$ cat config.mk
export PLATFORM = sky130hd
export DESIGN_NAME = ffha_add_unit
export DESIGN_NICKNAME = d
export VERILOG_FILES = /design/src/rtl/core/ffha_pkg.sv /design/src/rtl/core/ffha_add_unit.sv
export SDC_FILE = /design/constraint.sdc
export NUM_CORES = 1
export LEC_CHECK = 0
export BUFFER_PORTS_ARGS = -buffer_cell sky130_fd_sc_hd__buf_2
export CAP_MARGIN = 20
export CORE_MARGIN = 4
export CORE_UTILIZATION = 48
export DETAILED_ROUTE_END_ITERATION = 12
export PLACE_DENSITY = 0.82
export SLEW_MARGIN = 30
export SYNTH_ARGS = -nofsm -noshare
export SYNTH_HDL_FRONTEND = slang
export SYNTH_SLANG_ARGS = --single-unit
$ cat constraint.sdc
create_clock -name vclk -period 3
set_input_delay 0.15 -clock vclk [all_inputs]
set_output_delay 0.15 -clock vclk [all_outputs]
set_load 0.005 [all_outputs]
$ cat src/rtl/core/ffha_pkg.sv
// ---------------------------------------------------------------------------
// ffha_pkg: shared definitions for the first-fit heap allocator
// heap geometry, header tags, status codes and header memory types
// ---------------------------------------------------------------------------
package ffha_pkg;

	// heap geometry
	localparam int HEAP_BYTES   = 4096;
	localparam int HEADER_BYTES = 8;

	// address / size width and field width of the request ports
	localparam int AW = $clog2(HEAP_BYTES);
	localparam int FW = 12;

	// operand width of the shared adder and its sum width (two carry bits)
	localparam int OW = (AW > FW) ? AW : FW;
	localparam int SW = OW + 2;

	localparam logic [SW-1:0] HDR_S      = SW'(HEADER_BYTES);
	localparam logic [SW-1:0] HEAP_END_S = SW'(HEAP_BYTES);
	localparam logic [SW-1:0] HEAP_LAST_S = SW'(HEAP_BYTES - 1);

	localparam logic [AW-1:0] INIT_SIZE = AW'(HEAP_BYTES - HEADER_BYTES - 1);
	localparam logic [AW-1:0] SIZE_MAX  = AW'(HEAP_BYTES - 1);

	// command codes
	localparam logic CMD_ALLOC = 1'b0;
	localparam logic CMD_FREE  = 1'b1;

	// header tags
	typedef logic [1:0] tag_t;
	localparam tag_t TAG_NONE = 2'd0;
	localparam tag_t TAG_FREE = 2'd1;
	localparam tag_t TAG_USED = 2'd2;

	// result status codes
	typedef logic [2:0] status_t;
	localparam status_t ST_OK       = 3'd0;
	localparam status_t ST_ZERO     = 3'd1;
	localparam status_t ST_NOSPACE  = 3'd2;
	localparam status_t ST_NULL     = 3'd3;
	localparam status_t ST_RANGE    = 3'd4;
	localparam status_t ST_NOTALLOC = 3'd5;

	// one block header as kept in the header memory
	typedef struct packed {
		tag_t          tag;
		logic [AW-1:0] size;
	} hdr_t;

	// header memory write request
	typedef struct packed {
		logic          en;
		logic [AW-1:0] addr;
		hdr_t          data;
	} hdr_wr_t;

endpackage

$ cat src/rtl/core/ffha_add_unit.sv
// ---------------------------------------------------------------------------
// ffha_add_unit: shared header adder
// forms a + header + b and flags sums that reach the heap end
// ---------------------------------------------------------------------------
module ffha_add_unit (
	input  logic [ffha_pkg::OW-1:0] a,
	input  logic [ffha_pkg::OW-1:0] b,
	output logic [ffha_pkg::SW-1:0] sum,
	output logic                    over,
	output logic                    at_last
);
	import ffha_pkg::*;

	assign sum     = SW'(a) + HDR_S + SW'(b);
	// sum lies past the last heap byte
	assign over    = (sum >= HEAP_END_S);
	// sum lies at or past the last heap byte
	assign at_last = (sum >= HEAP_LAST_S);

endmodule

* Yosys cells after proc, flatten, opt, wreduce, memory -nomap -nowiden
Index checks and enable logic that the tools add are counted.
Storage, ports and cells: flip-flop bits (word level) 0, input bits 24, word-level logic and storage cells 4
Cells by class: add/subtract/negate cells 2, $lt $le $gt $ge 2
Operators by type and width (number):
- $add 13x12->14 | 1
- $ge 14x12->1 const B | 1
- $ge 14x13->1 const B | 1
- $add 12x4->13 const B | 1

* Depth between registers and ports, before layout
Gate-level depths: netlist of run 1.
depth after elaboration 3, depth in mapped cells 10, gate-level depth less buffers 10

* Least setup slack after synthesis of run 1
OpenSTA, ideal clock, no wires.
kind input to output, start input port a[1] in the netlist's numbering, end output port at_last, arrival 2.184 ns, required time 2.850 ns, slack 0.666 ns, stages 9, buffers on the path 0, cell sequence ha_1 ha_1 fa_1 a21oi_2 o22ai_2 o32ai_1 a311o_1 nor4b_4 a41o_1
On the way: longest elaborated chain between the ends 3
Ends and longest elaborated chain:
- from (decl) | RTL line ffha_add_unit.sv:6 | input logic [ffha_pkg::OW-1:0] a,
- $add 12x4->13 | RTL line ffha_add_unit.sv:14 | assign sum = SW'(a) + HDR_S + SW'(b);
- $add 13x12->14 | RTL line ffha_add_unit.sv:14
- named net sum, one bit | RTL line ffha_add_unit.sv:8 | output logic [ffha_pkg::SW-1:0] sum,
- $ge 14x12->1 | RTL line ffha_add_unit.sv:18 | assign at_last = (sum >= HEAP_LAST_S);
- to (decl) | RTL line ffha_add_unit.sv:10 | output logic at_last
The timed path passes the listed nets, and every way through them passes these cells.

* Final worst setup path of run 1
start input port a[1] in the netlist's numbering, end output port at_last
On the way: longest elaborated chain between the ends 3
Ends and longest elaborated chain (RTL line):
- $add 12x4->13 | ffha_add_unit.sv:14
- $add 13x12->14 | ffha_add_unit.sv:14
- $ge 14x12->1 | ffha_add_unit.sv:18
No other way between the ends.

==> results of run 1 <==
## power by group
group          total (mW)  internal, mW  switching [mW]
logic               0.282         0.129           0.152
registers               0             0               0
clock network           0             0               0
total               0.282         0.129           0.152
## per-layer routing
layer	global-route usage	up-vias	share of wire
met5	0	-	0
met4	0.0314	0	0.0088
met3	0.0215	2	0.077
met2	0.324	42	0.52
met1	0.201	407	0.40
li1	-	438	-
## placed cells by master, fill, tap and decap left out, types with 2 or more instances in the layout
master | Yosys | final
sky130_fd_sc_hd__a21oi_1 | 7 | 7
sky130_fd_sc_hd__and2_1 | 2 | 2
sky130_fd_sc_hd__a21oi_2 | 3 | 3
sky130_fd_sc_hd__nand3_1 | 4 | 4
sky130_fd_sc_hd__buf_2 | 0 | 40
sky130_fd_sc_hd__o21bai_1 | 2 | 2
sky130_fd_sc_hd__ha_1 | 23 | 23
sky130_fd_sc_hd__nor2_1 | 2 | 2
sky130_fd_sc_hd__xnor2_1 | 3 | 3
sky130_fd_sc_hd__o31a_1 | 2 | 2
sky130_fd_sc_hd__xor2_1 | 5 | 5
sky130_fd_sc_hd__nand2_1 | 4 | 4
sky130_fd_sc_hd__a21o_1 | 2 | 2
sky130_fd_sc_hd__o21ai_0 | 2 | 2
sky130_fd_sc_hd__and3_1 | 2 | 2
sky130_fd_sc_hd__a211o_1 | 2 | 2
sky130_fd_sc_hd__inv_1 | 11 | 11
## layout make-up
class	count	share of cell area
multi-input cells	82	0.738
repair buffers	40	0.201
well taps	16	0.0201
inverters	11	0.0414
## cell families after synthesis
logic type                 share of synthesized area
and+or+nand+nor                                0.157
AOI/OAI and AO/OA                              0.292
xor gates and xnor gates                      0.0881
adders and majority gates                      0.387
buffers and inverters                         0.0755
## worst max-delay path by stage
stage                     startpoint       to  slack (ns)  depth (start not counted)
after floorplan                 a[1]  at_last        0.67                          9
after global placement          a[1]  at_last        0.41                         11
after detailed placement        a[1]  at_last        0.32                         11
after CTS                       a[1]  at_last        0.32                         11
after global routing            a[1]  at_last        0.17                         11
final                           a[1]  at_last        0.31                         11
==> metrics.log, run 1 <==
INFO  metric outcome = complete, no violations
INFO  metric nFillCells = 139
INFO  metric startpoint_type = input pin
INFO  metric holdCritPathClass = in2out
INFO  metric finalWirelength = 2040 um
INFO  metric min_to = sum[0]
INFO  metric worstHoldPathCells = 3
INFO  metric report.final.setup_viol = 0
INFO  metric maximum_fanout_count_along_the_critical_path = 4
INFO  metric vdd_drop_max = 0.176 mV
INFO  metric route.detailed.wl_per_inst = 13.7 um
INFO  metric finish.instance_area = 997 sq um
INFO  metric cts.repair_timing.setup_buffer_count = 0
INFO  metric criticalPathCategory = in2out
INFO  metric yosysWarningCount = 0
INFO  metric floorplan.initialDensity = 0.516
INFO  metric final_antenna_net_count = 0
INFO  metric critPathRequiredTime = 2.85 ns
INFO  metric synth.largest_area_cell = sky130_fd_sc_hd__ha_1
INFO  metric die_w = 48.7 um
INFO  metric design.die.area = 2370 sq um
INFO  metric synth.top_cell.area_share = 0.362
INFO  metric rsz0062_at_grt = no
INFO  metric syn_area_per_cell = 8.38 sq um
INFO  metric place_ws = 0.320 ns
INFO  metric placed_cells = 149
INFO  metric cpLargestDelayFamily = compound AO/OA/AOI/OAI gates
INFO  metric clock_buffer_count = 0
INFO  metric synth_cell_type_count = 35
INFO  metric worst_slack_setup_final = 0.312 ns
INFO  metric global_route_wire_length_before_repair = 3480 um
INFO  metric core = 1540 sq um
INFO  metric timing.fmax = 372 MHz
INFO  metric sequential_fraction_of_the_synthesis_area = 0
INFO  metric grt-ovfl-total = 0
INFO  metric num_rows = 14
INFO  metric startpoint_of_the_worst_hold_path = b[0]
INFO  metric io_buffer_count = 40
INFO  metric post_drt_via_cell_ratio = 5.97
INFO  metric fin_total_pwr = 0.282 mW
INFO  metric power_leakage = 0.548 nW
INFO  metric multi_input_comb_area = 736 sq um
INFO  metric cap_viol_max_count = 0
INFO  metric initial_antenna_violation_count = 0
INFO  metric grt_start_max_net_pins = 9
INFO  metric post_synth_inst_count = 95
INFO  metric synth.top_cells.by_count = sky130_fd_sc_hd__ha_1 (23), sky130_fd_sc_hd__inv_1 (11), sky130_fd_sc_hd__a21oi_1 (7)
INFO  metric detailedRoute.firstIterationViolations = 19
INFO  metric global_route.usage.total = 0.171
INFO  metric num_io_pins = 40
INFO  metric timing.setup.tns = 0 ns
INFO  metric final.period_utilization = 0.896
INFO  metric n_sequential_cell = 0
INFO  metric place.gp.congestion = 0.873
INFO  metric finalNonFillerCells = 149
INFO  metric route.vias.total = 889
INFO  metric worst_hold_slack = 0.594 ns
INFO  metric cts_resized = 0
INFO  metric seqCellArea = 0 sq um
INFO  metric placed_area = 997 sq um
INFO  metric detailedRoute.firstPassIterationCount = 4
INFO  metric nNetsFinal = 183
INFO  metric final-max-slew-violation-count = 0
INFO  metric synth_top_cells_by_area = sky130_fd_sc_hd__ha_1 (36%), sky130_fd_sc_hd__xor2_1 (5.5%), sky130_fd_sc_hd__inv_1 (5.2%)
INFO  metric finalCoreUtilization = 0.647
INFO  metric route.detailed.drc = 0
INFO  metric slew-limit-headroom = 0.793
INFO  metric post_cts_hold_buffer_count = 0
INFO  metric period_minus_slack = 2.69 ns
INFO  metric area.growth.synth_to_final = 25.3%
INFO  metric syn_nets = 143
INFO  metric cp-end-kind = primary output
INFO  metric number_of_global_route_vias_before_repair = 858
INFO  metric dieHeight = 48.7 um
INFO  metric path_buf_inv = 2
INFO  metric dpl.hpwl = 1820 um
INFO  metric critical_path_s_slowest_cell = sky130_fd_sc_hd__fa_1
INFO  metric cp_data_arrival_time = 2.54 ns
INFO  metric tightest_slew = 0.310 ns
INFO  metric post_route_cells_drive_above_1_share = 0.346
INFO  metric post-synth-top-count-cell = sky130_fd_sc_hd__ha_1
INFO  metric synth_area = 796 sq um
INFO  metric slowest_delay = 0.43 ns
INFO  metric fin_hold_viols = 0
INFO  metric final_antenna_diode_count = 0
INFO  metric worstPathCellList = buf_2, ha_1, ha_1, fa_1, a21oi_2, o22ai_2, o32ai_1, a311o_1, nor4b_4, a41o_1, buf_2
INFO  metric power_density = 282 nW/um^2
(Power assumes the default switching activity.)
==> run 2: changes to the inputs <==
--- a/config.mk
+++ b/config.mk
@@ -10,7 +10,9 @@
 export CORE_MARGIN = 4
 export CORE_UTILIZATION = 48
 export DETAILED_ROUTE_END_ITERATION = 12
+export MAX_ROUTING_LAYER = met4
 export PLACE_DENSITY = 0.82
+export RECOVER_POWER = 50
 export SLEW_MARGIN = 30
 export SYNTH_ARGS = -nofsm -noshare
 export SYNTH_HDL_FRONTEND = slang
==> metrics.log, run 2 (synthesis gave the netlist of run 1 again) <==
INFO  metric initial_antenna_violation_count = 0 (unchanged)
INFO  metric grt_start_max_net_pins = 9 (unchanged)
INFO  metric rsz0062_at_grt = no
INFO  metric finish.instance_area = 990 sq um (-0.75%)
INFO  metric power_density = 281 nW/um^2 (-0.40%)
INFO  metric nFillCells = 140 (+0.72%)
INFO  metric netSwitchingFraction = 0.546 (+0.00520)
INFO  metric final.period_utilization = 0.905 (+0.00862)
INFO  metric top_library_cells_by_usage_in_the_layout_fill_and_taps_aside = sky130_fd_sc_hd__buf_2 (37), sky130_fd_sc_hd__ha_1 (23), sky130_fd_sc_hd__inv_1 (11), sky130_fd_sc_hd__a21oi_1 (8), sky130_fd_sc_hd__xor2_1 (5)
INFO  metric holdCritPathClass = in2out
INFO  metric route.vias.total = 897 (+0.90%)
INFO  metric most_frequent_standard_cell_in_the_layout_excluding_fill_and_tap_cells = sky130_fd_sc_hd__buf_2
INFO  metric detailedRoute.firstPassIterationCount = 4 (unchanged)
INFO  metric io_buffer_count = 40 (unchanged)
INFO  metric cp_data_arrival_time = 2.56 ns (+0.02 ns)
INFO  metric cp-end-kind = primary output
INFO  metric startpoint_type = input pin
INFO  metric final_antenna_diode_count = 0 (unchanged)
INFO  metric number_of_global_route_vias_before_repair = 857 (-0.12%)
INFO  metric dpl.hpwl = 1820 um (unchanged)
INFO  metric combinationalPowerShare = 1.000 (about the same)
INFO  metric grt-ovfl-total = 0 (unchanged)
INFO  metric num_rows = 14 (unchanged)
INFO  metric report.final.setup_viol = 0 (unchanged)
INFO  metric final-max-slew-violation-count = 0 (unchanged)
INFO  metric critical_path_s_slowest_cell = sky130_fd_sc_hd__fa_1
INFO  metric route.detailed.drc = 0 (unchanged)
INFO  metric core = 1540 sq um (unchanged)
INFO  metric outcome = complete, no violations
INFO  metric seq_power_share = 0 (unchanged)
INFO  metric final_antenna_net_count = 0 (unchanged)
INFO  metric switching_power = 0.152 mW (-0.20%)
INFO  metric vdd_drop_max = 0.174 mV (-1.4%)
INFO  metric post_cts_hold_buffer_count = 0 (unchanged)
INFO  metric global_route.usage.total = 0.176 (+0.00526)
INFO  metric worstPathCellList = buf_2, ha_1, ha_1, fa_1, a21oi_2, o22ai_2, o32ai_1, a311o_1, nor4b_4, a41o_1, buf_2
INFO  metric route.detailed.wl_per_inst = 13.7 um (unchanged)
INFO  metric placed_area = 997 sq um (unchanged)
INFO  metric design.die.area = 2370 sq um (unchanged)
INFO  metric internal_power = 0.126 mW (-2.3%)
INFO  metric floorplan.initialDensity = 0.516 (unchanged)
INFO  metric critPathRequiredTime = 2.85 ns (about the same)
INFO  metric period_minus_slack = 2.71 ns (+0.0259 ns)
INFO  metric num_io_pins = 40 (unchanged)
INFO  metric cap_viol_max_count = 0 (unchanged)
INFO  metric post_route_cells_drive_above_1_share = 0.316 (-0.0301)
INFO  metric fin_hold_viols = 0 (unchanged)
INFO  metric seqCellArea = 0 sq um (unchanged)
INFO  metric criticalPathCategory = in2out
INFO  metric area.growth.synth_to_final = 24.4%
INFO  metric detailedRoute.firstIterationViolations = 15 (-4)
INFO  metric slew-limit-headroom = 0.670 (-0.124)
INFO  metric cts.repair_timing.setup_buffer_count = 0 (unchanged)
INFO  metric n_sequential_cell = 0 (unchanged)
INFO  metric maximum_fanout_count_along_the_critical_path = 4 (unchanged)
INFO  metric slowest_delay = 0.43 ns (about the same)
INFO  metric clock_buffer_count = 0 (unchanged)
INFO  metric post_drt_via_cell_ratio = 6.02 (+0.90%)
INFO  metric die_w = 48.7 um (unchanged)
INFO  metric global_route_wire_length_before_repair = 3500 um (+0.40%)
INFO  metric nNetsFinal = 183 (unchanged)
INFO  metric timing.fmax = 369 MHz (-0.95%)
INFO  metric dieHeight = 48.7 um (unchanged)
INFO  metric tightest_slew = 0.496 ns (+0.186 ns)
INFO  metric finalWirelength = 2040 um (unchanged)
INFO  metric timing.setup.tns = 0 ns (unchanged)
INFO  metric power_leakage = 0.539 nW (-1.6%)
INFO  metric share_clk_of_total_power = 0 (unchanged)
INFO  metric place.gp.congestion = 0.887 (+1.6%)
INFO  metric cts_resized = 0 (unchanged)
## run 2: cell types whose count changed in the layout (fill, tap and decap cells not counted), sizes merged
cell | previous run | this run
buf | 40 | 37
clkbuf | 0 | 3
## run 2: worst paths after layout
kind | from | endpoint | cells after the start
max | a[1] | at_last | 11
min | b[0] | sum[0] | 3
## run 2: layout make-up
type / instances / area (sq um) / area share
Tap cell: 16 / 20.0 / 0.0202
Inverter: 11 / 41.3 / 0.0417
Timing Repair Buffer: 40 / 196 / 0.198
Multi-Input combinational cell: 82 / 732 / 0.740
## run 2: power by group through the flow
stage / Combinational [mW] / Clock, mW / Sequential (mW)
CTS: 0.282 / 0 / 0
finish: 0.278 / 0 / 0
floorplan: 0.188 / 0 / 0
detailed placement: 0.280 / 0 / 0
global route: 0.311 / 0 / 0
global placement: 0.271 / 0 / 0
## run 2: metal layers
metal  GRT usage  vias to the layer above  wire, um
li1            -                      440         -
met1       0.203                      417       810
met2       0.324                       38      1050
met3      0.0215                        2       165
met4      0.0314                        0        17
met5           -                        -         0
## run 2: critical path: cells and delay by family
kind            cells  cell delay, ns
compound gates      5            1.07
fa+ha+maj           3            0.94
buf+inv             2            0.21
simple gates        1            0.20
## run 2: stage by stage
stage / util / hold slack [ns] / setup slack (ns) / instances / total power, mW
floorplan: - / 0.418 / 0.666 / 95 / 0.188
global placement: 0.647 / 0.597 / 0.415 / 149 / 0.271
detailed placement: 0.647 / 0.597 / 0.320 / 149 / 0.280
CTS: 0.647 / 0.597 / 0.320 / 149 / 0.282
global route: 0.642 / 0.626 / 0.166 / 149 / 0.311
finish: 0.642 / 0.594 / 0.286 / 149 / 0.278
==> run 3: changes to the inputs <==
--- a/config.mk
+++ b/config.mk
@@ -5,14 +5,14 @@
 export SDC_FILE = /design/constraint.sdc
 export NUM_CORES = 1
 export LEC_CHECK = 0
+export ABC_AREA = 1
 export BUFFER_PORTS_ARGS = -buffer_cell sky130_fd_sc_hd__buf_2
 export CAP_MARGIN = 20
 export CORE_MARGIN = 4
 export CORE_UTILIZATION = 48
 export DETAILED_ROUTE_END_ITERATION = 12
 export MAX_ROUTING_LAYER = met4
-export PLACE_DENSITY = 0.82
-export RECOVER_POWER = 50
+export PLACE_DENSITY = 0.78
 export SLEW_MARGIN = 30
 export SYNTH_ARGS = -nofsm -noshare
 export SYNTH_HDL_FRONTEND = slang
==> metrics.log, run 3 <==
INFO  metric grt_start_max_net_pins = 8 (-1)
INFO  metric sequential_fraction_of_the_synthesis_area = 0 (unchanged)
INFO  metric post_route_cells_drive_above_1_share = 0.228 (-0.0879)
INFO  metric vdd_drop_max = 0.137 mV (-21%)
INFO  metric io_buffer_count = 40 (unchanged)
INFO  metric synth_area = 961 sq um (+21%)
INFO  metric design.die.area = 2780 sq um (+17%)
INFO  metric die_w = 52.7 um (+8.3%)
INFO  metric top_library_cells_by_usage_in_the_layout_fill_and_taps_aside = sky130_fd_sc_hd__nand2_1 (65), sky130_fd_sc_hd__buf_2 (40), sky130_fd_sc_hd__inv_1 (36), sky130_fd_sc_hd__ha_1 (23), sky130_fd_sc_hd__nand3_1 (17)
INFO  metric detailedRoute.firstIterationViolations = 16 (+1)
INFO  metric n_sequential_cell = 0 (unchanged)
INFO  metric tightest_slew = 0.227 ns (-0.269 ns)
INFO  metric power_leakage = 0.807 nW (+50%)
INFO  metric clock_buffer_count = 0 (unchanged)
INFO  metric post-synth-top-count-cell = sky130_fd_sc_hd__nand2_1
INFO  metric number_of_global_route_vias_before_repair = 1,060 (+24%)
INFO  metric final.period_utilization = 0.750 (-0.154)
INFO  metric synth_top_cells_by_area = sky130_fd_sc_hd__ha_1 (30%), sky130_fd_sc_hd__nand2_1 (25%), sky130_fd_sc_hd__inv_1 (14%)
INFO  metric dpl.hpwl = 2130 um (+17%)
INFO  metric placed_area = 1180 sq um (+19%)
INFO  metric seqCellArea = 0 sq um (unchanged)
INFO  metric fin_hold_viols = 0 (unchanged)
INFO  metric route.vias.total = 1,161 (+29%)
INFO  metric report.final.setup_viol = 0 (unchanged)
INFO  metric nFillCells = 188 (+34%)
INFO  metric synth_cell_type_count = 17 (-51%)
INFO  metric synth.top_cell.area_share = 0.299 (-0.0622)
INFO  metric final-max-slew-violation-count = 0 (unchanged)
INFO  metric num_io_pins = 40 (unchanged)
INFO  metric rsz0062_at_grt = no
INFO  metric power_density = 246 nW/um^2 (-13%)
INFO  metric syn_area_per_cell = 5.46 sq um (-35%)
INFO  metric area.growth.synth_to_final = 23.3%
INFO  metric cap_viol_max_count = 0 (unchanged)
INFO  metric finalCoreUtilization = 0.658 (+0.0156)
INFO  metric global_route.usage.total = 0.186 (+0.00995)
INFO  metric post_cts_hold_buffer_count = 0 (unchanged)
INFO  metric cts.repair_timing.setup_buffer_count = 0 (unchanged)
INFO  metric dieHeight = 52.7 um (+8.3%)
INFO  metric post_drt_via_cell_ratio = 4.84 (-20%)
INFO  metric cp_data_arrival_time = 2.10 ns (-0.46 ns)
INFO  metric nNetsFinal = 265 (+45%)
INFO  metric floorplan.initialDensity = 0.533 (+0.0171)
INFO  metric cp-end-kind = primary output
INFO  metric num_rows = 15 (+1)
INFO  metric yosysWarningCount = 0 (unchanged)
INFO  metric core = 1800 sq um (+17%)
INFO  metric timing.fmax = 444 MHz (+21%)
INFO  metric route.detailed.drc = 0 (unchanged)
INFO  metric initial_antenna_violation_count = 0 (unchanged)
INFO  metric finalNonFillerCells = 240 (+61%)
INFO  metric finalWirelength = 2320 um (+14%)
INFO  metric startpoint_type = input pin
INFO  metric critPathRequiredTime = 2.85 ns (about the same)
INFO  metric criticalPathCategory = in2out
INFO  metric most_frequent_standard_cell_in_the_layout_excluding_fill_and_tap_cells = sky130_fd_sc_hd__nand2_1
INFO  metric route.detailed.wl_per_inst = 9.65 um (-30%)
INFO  metric syn_nets = 224 (+57%)
INFO  metric period_minus_slack = 2.25 ns (-0.462 ns)
INFO  metric grt-ovfl-total = 0 (unchanged)
INFO  metric slew-limit-headroom = 0.849 (+0.179)
INFO  metric placed_cells = 240 (+61%)
INFO  metric fin_total_pwr = 0.291 mW (+4.7%)
INFO  metric maximum_fanout_count_along_the_critical_path = 4 (unchanged)
INFO  metric outcome = complete, no violations
INFO  metric holdCritPathClass = in2out
INFO  metric timing.setup.tns = 0 ns (unchanged)
INFO  metric global_route_wire_length_before_repair = 4000 um (+14%)
INFO  metric post_synth_inst_count = 176 (+85%)
INFO  metric finish.instance_area = 1180 sq um (+20%)
INFO  metric synth.top_cells.by_count = sky130_fd_sc_hd__nand2_1 (65), sky130_fd_sc_hd__inv_1 (36), sky130_fd_sc_hd__ha_1 (23)
INFO  metric final_antenna_net_count = 0 (unchanged)
INFO  metric final_antenna_diode_count = 0 (unchanged)
INFO  metric detailedRoute.firstPassIterationCount = 5 (+1)
INFO  metric synth.largest_area_cell = sky130_fd_sc_hd__ha_1
INFO  metric cts_resized = 0 (unchanged)
INFO  metric place.gp.congestion = 0.929 (+4.8%)
==> run 3: worst max-delay path, cell delays in order <==
cell                      delay (ns)
sky130_fd_sc_hd__buf_2          0.10
sky130_fd_sc_hd__ha_1           0.29
sky130_fd_sc_hd__ha_1           0.24
sky130_fd_sc_hd__fa_1           0.46
sky130_fd_sc_hd__nand3_1        0.15
sky130_fd_sc_hd__nand2_2        0.08
sky130_fd_sc_hd__nand2_1        0.07
sky130_fd_sc_hd__nand3_1        0.07
sky130_fd_sc_hd__nor2_1         0.10
sky130_fd_sc_hd__nand2_1        0.06
sky130_fd_sc_hd__nor2_1         0.09
sky130_fd_sc_hd__nand2_1        0.07
sky130_fd_sc_hd__nand2_1        0.06
sky130_fd_sc_hd__buf_2          0.10
==> run 3: path summary, 6_finish.rpt <==
path  cells past startpoint  slack [ns]       to  startpoint
min                       3        0.60   sum[0]        b[0]
max                      14        0.75  at_last        a[1]
==> run 3: area by class of cell <==
class | instances | area, sq um | area share
repair buffers | 40 | 200 | 0.169
multi-input cells | 139 | 818 | 0.691
well taps | 25 | 31.3 | 0.0264
inverters | 36 | 135 | 0.114
==> run 3: per-layer routing <==
layer | vias to the layer above | share of wire | track usage
met4 | 0 | 0.016 | 0.0298
li1 | 630 | - | -
met1 | 490 | 0.41 | 0.199
met5 | - | 0 | -
met3 | 4 | 0.058 | 0
met2 | 37 | 0.52 | 0.380
==> run 3: stage by stage <==
| stage | worst slack, ns | hold WS (ns) |
|---|---|---|
| final | 0.749 | 0.602 |
| after global routing | 0.553 | 0.640 |
| after CTS | 0.756 | 0.607 |
| after detailed placement | 0.774 | 0.604 |
| after global placement | 0.827 | 0.604 |
| after floorplan | 1.10 | 0.424 |
==> run 3: cell families after synthesis <==
logic type	synth area share
buffers and inverters	0.148
XOR/XNOR	0.00912
AND/OR/NAND/NOR	0.482
AO/OA/AOI/OAI	0.0404
adder cells (fa/ha/maj)	0.320
==> run 3: power breakdown <==
| group | internal, mW | total [mW] | switching (mW) |
|---|---|---|---|
| clock | 0 | 0 | 0 |
| combinational | 0.121 | 0.291 | 0.170 |
| sequential | 0 | 0 | 0 |
| total | 0.121 | 0.291 | 0.170 |
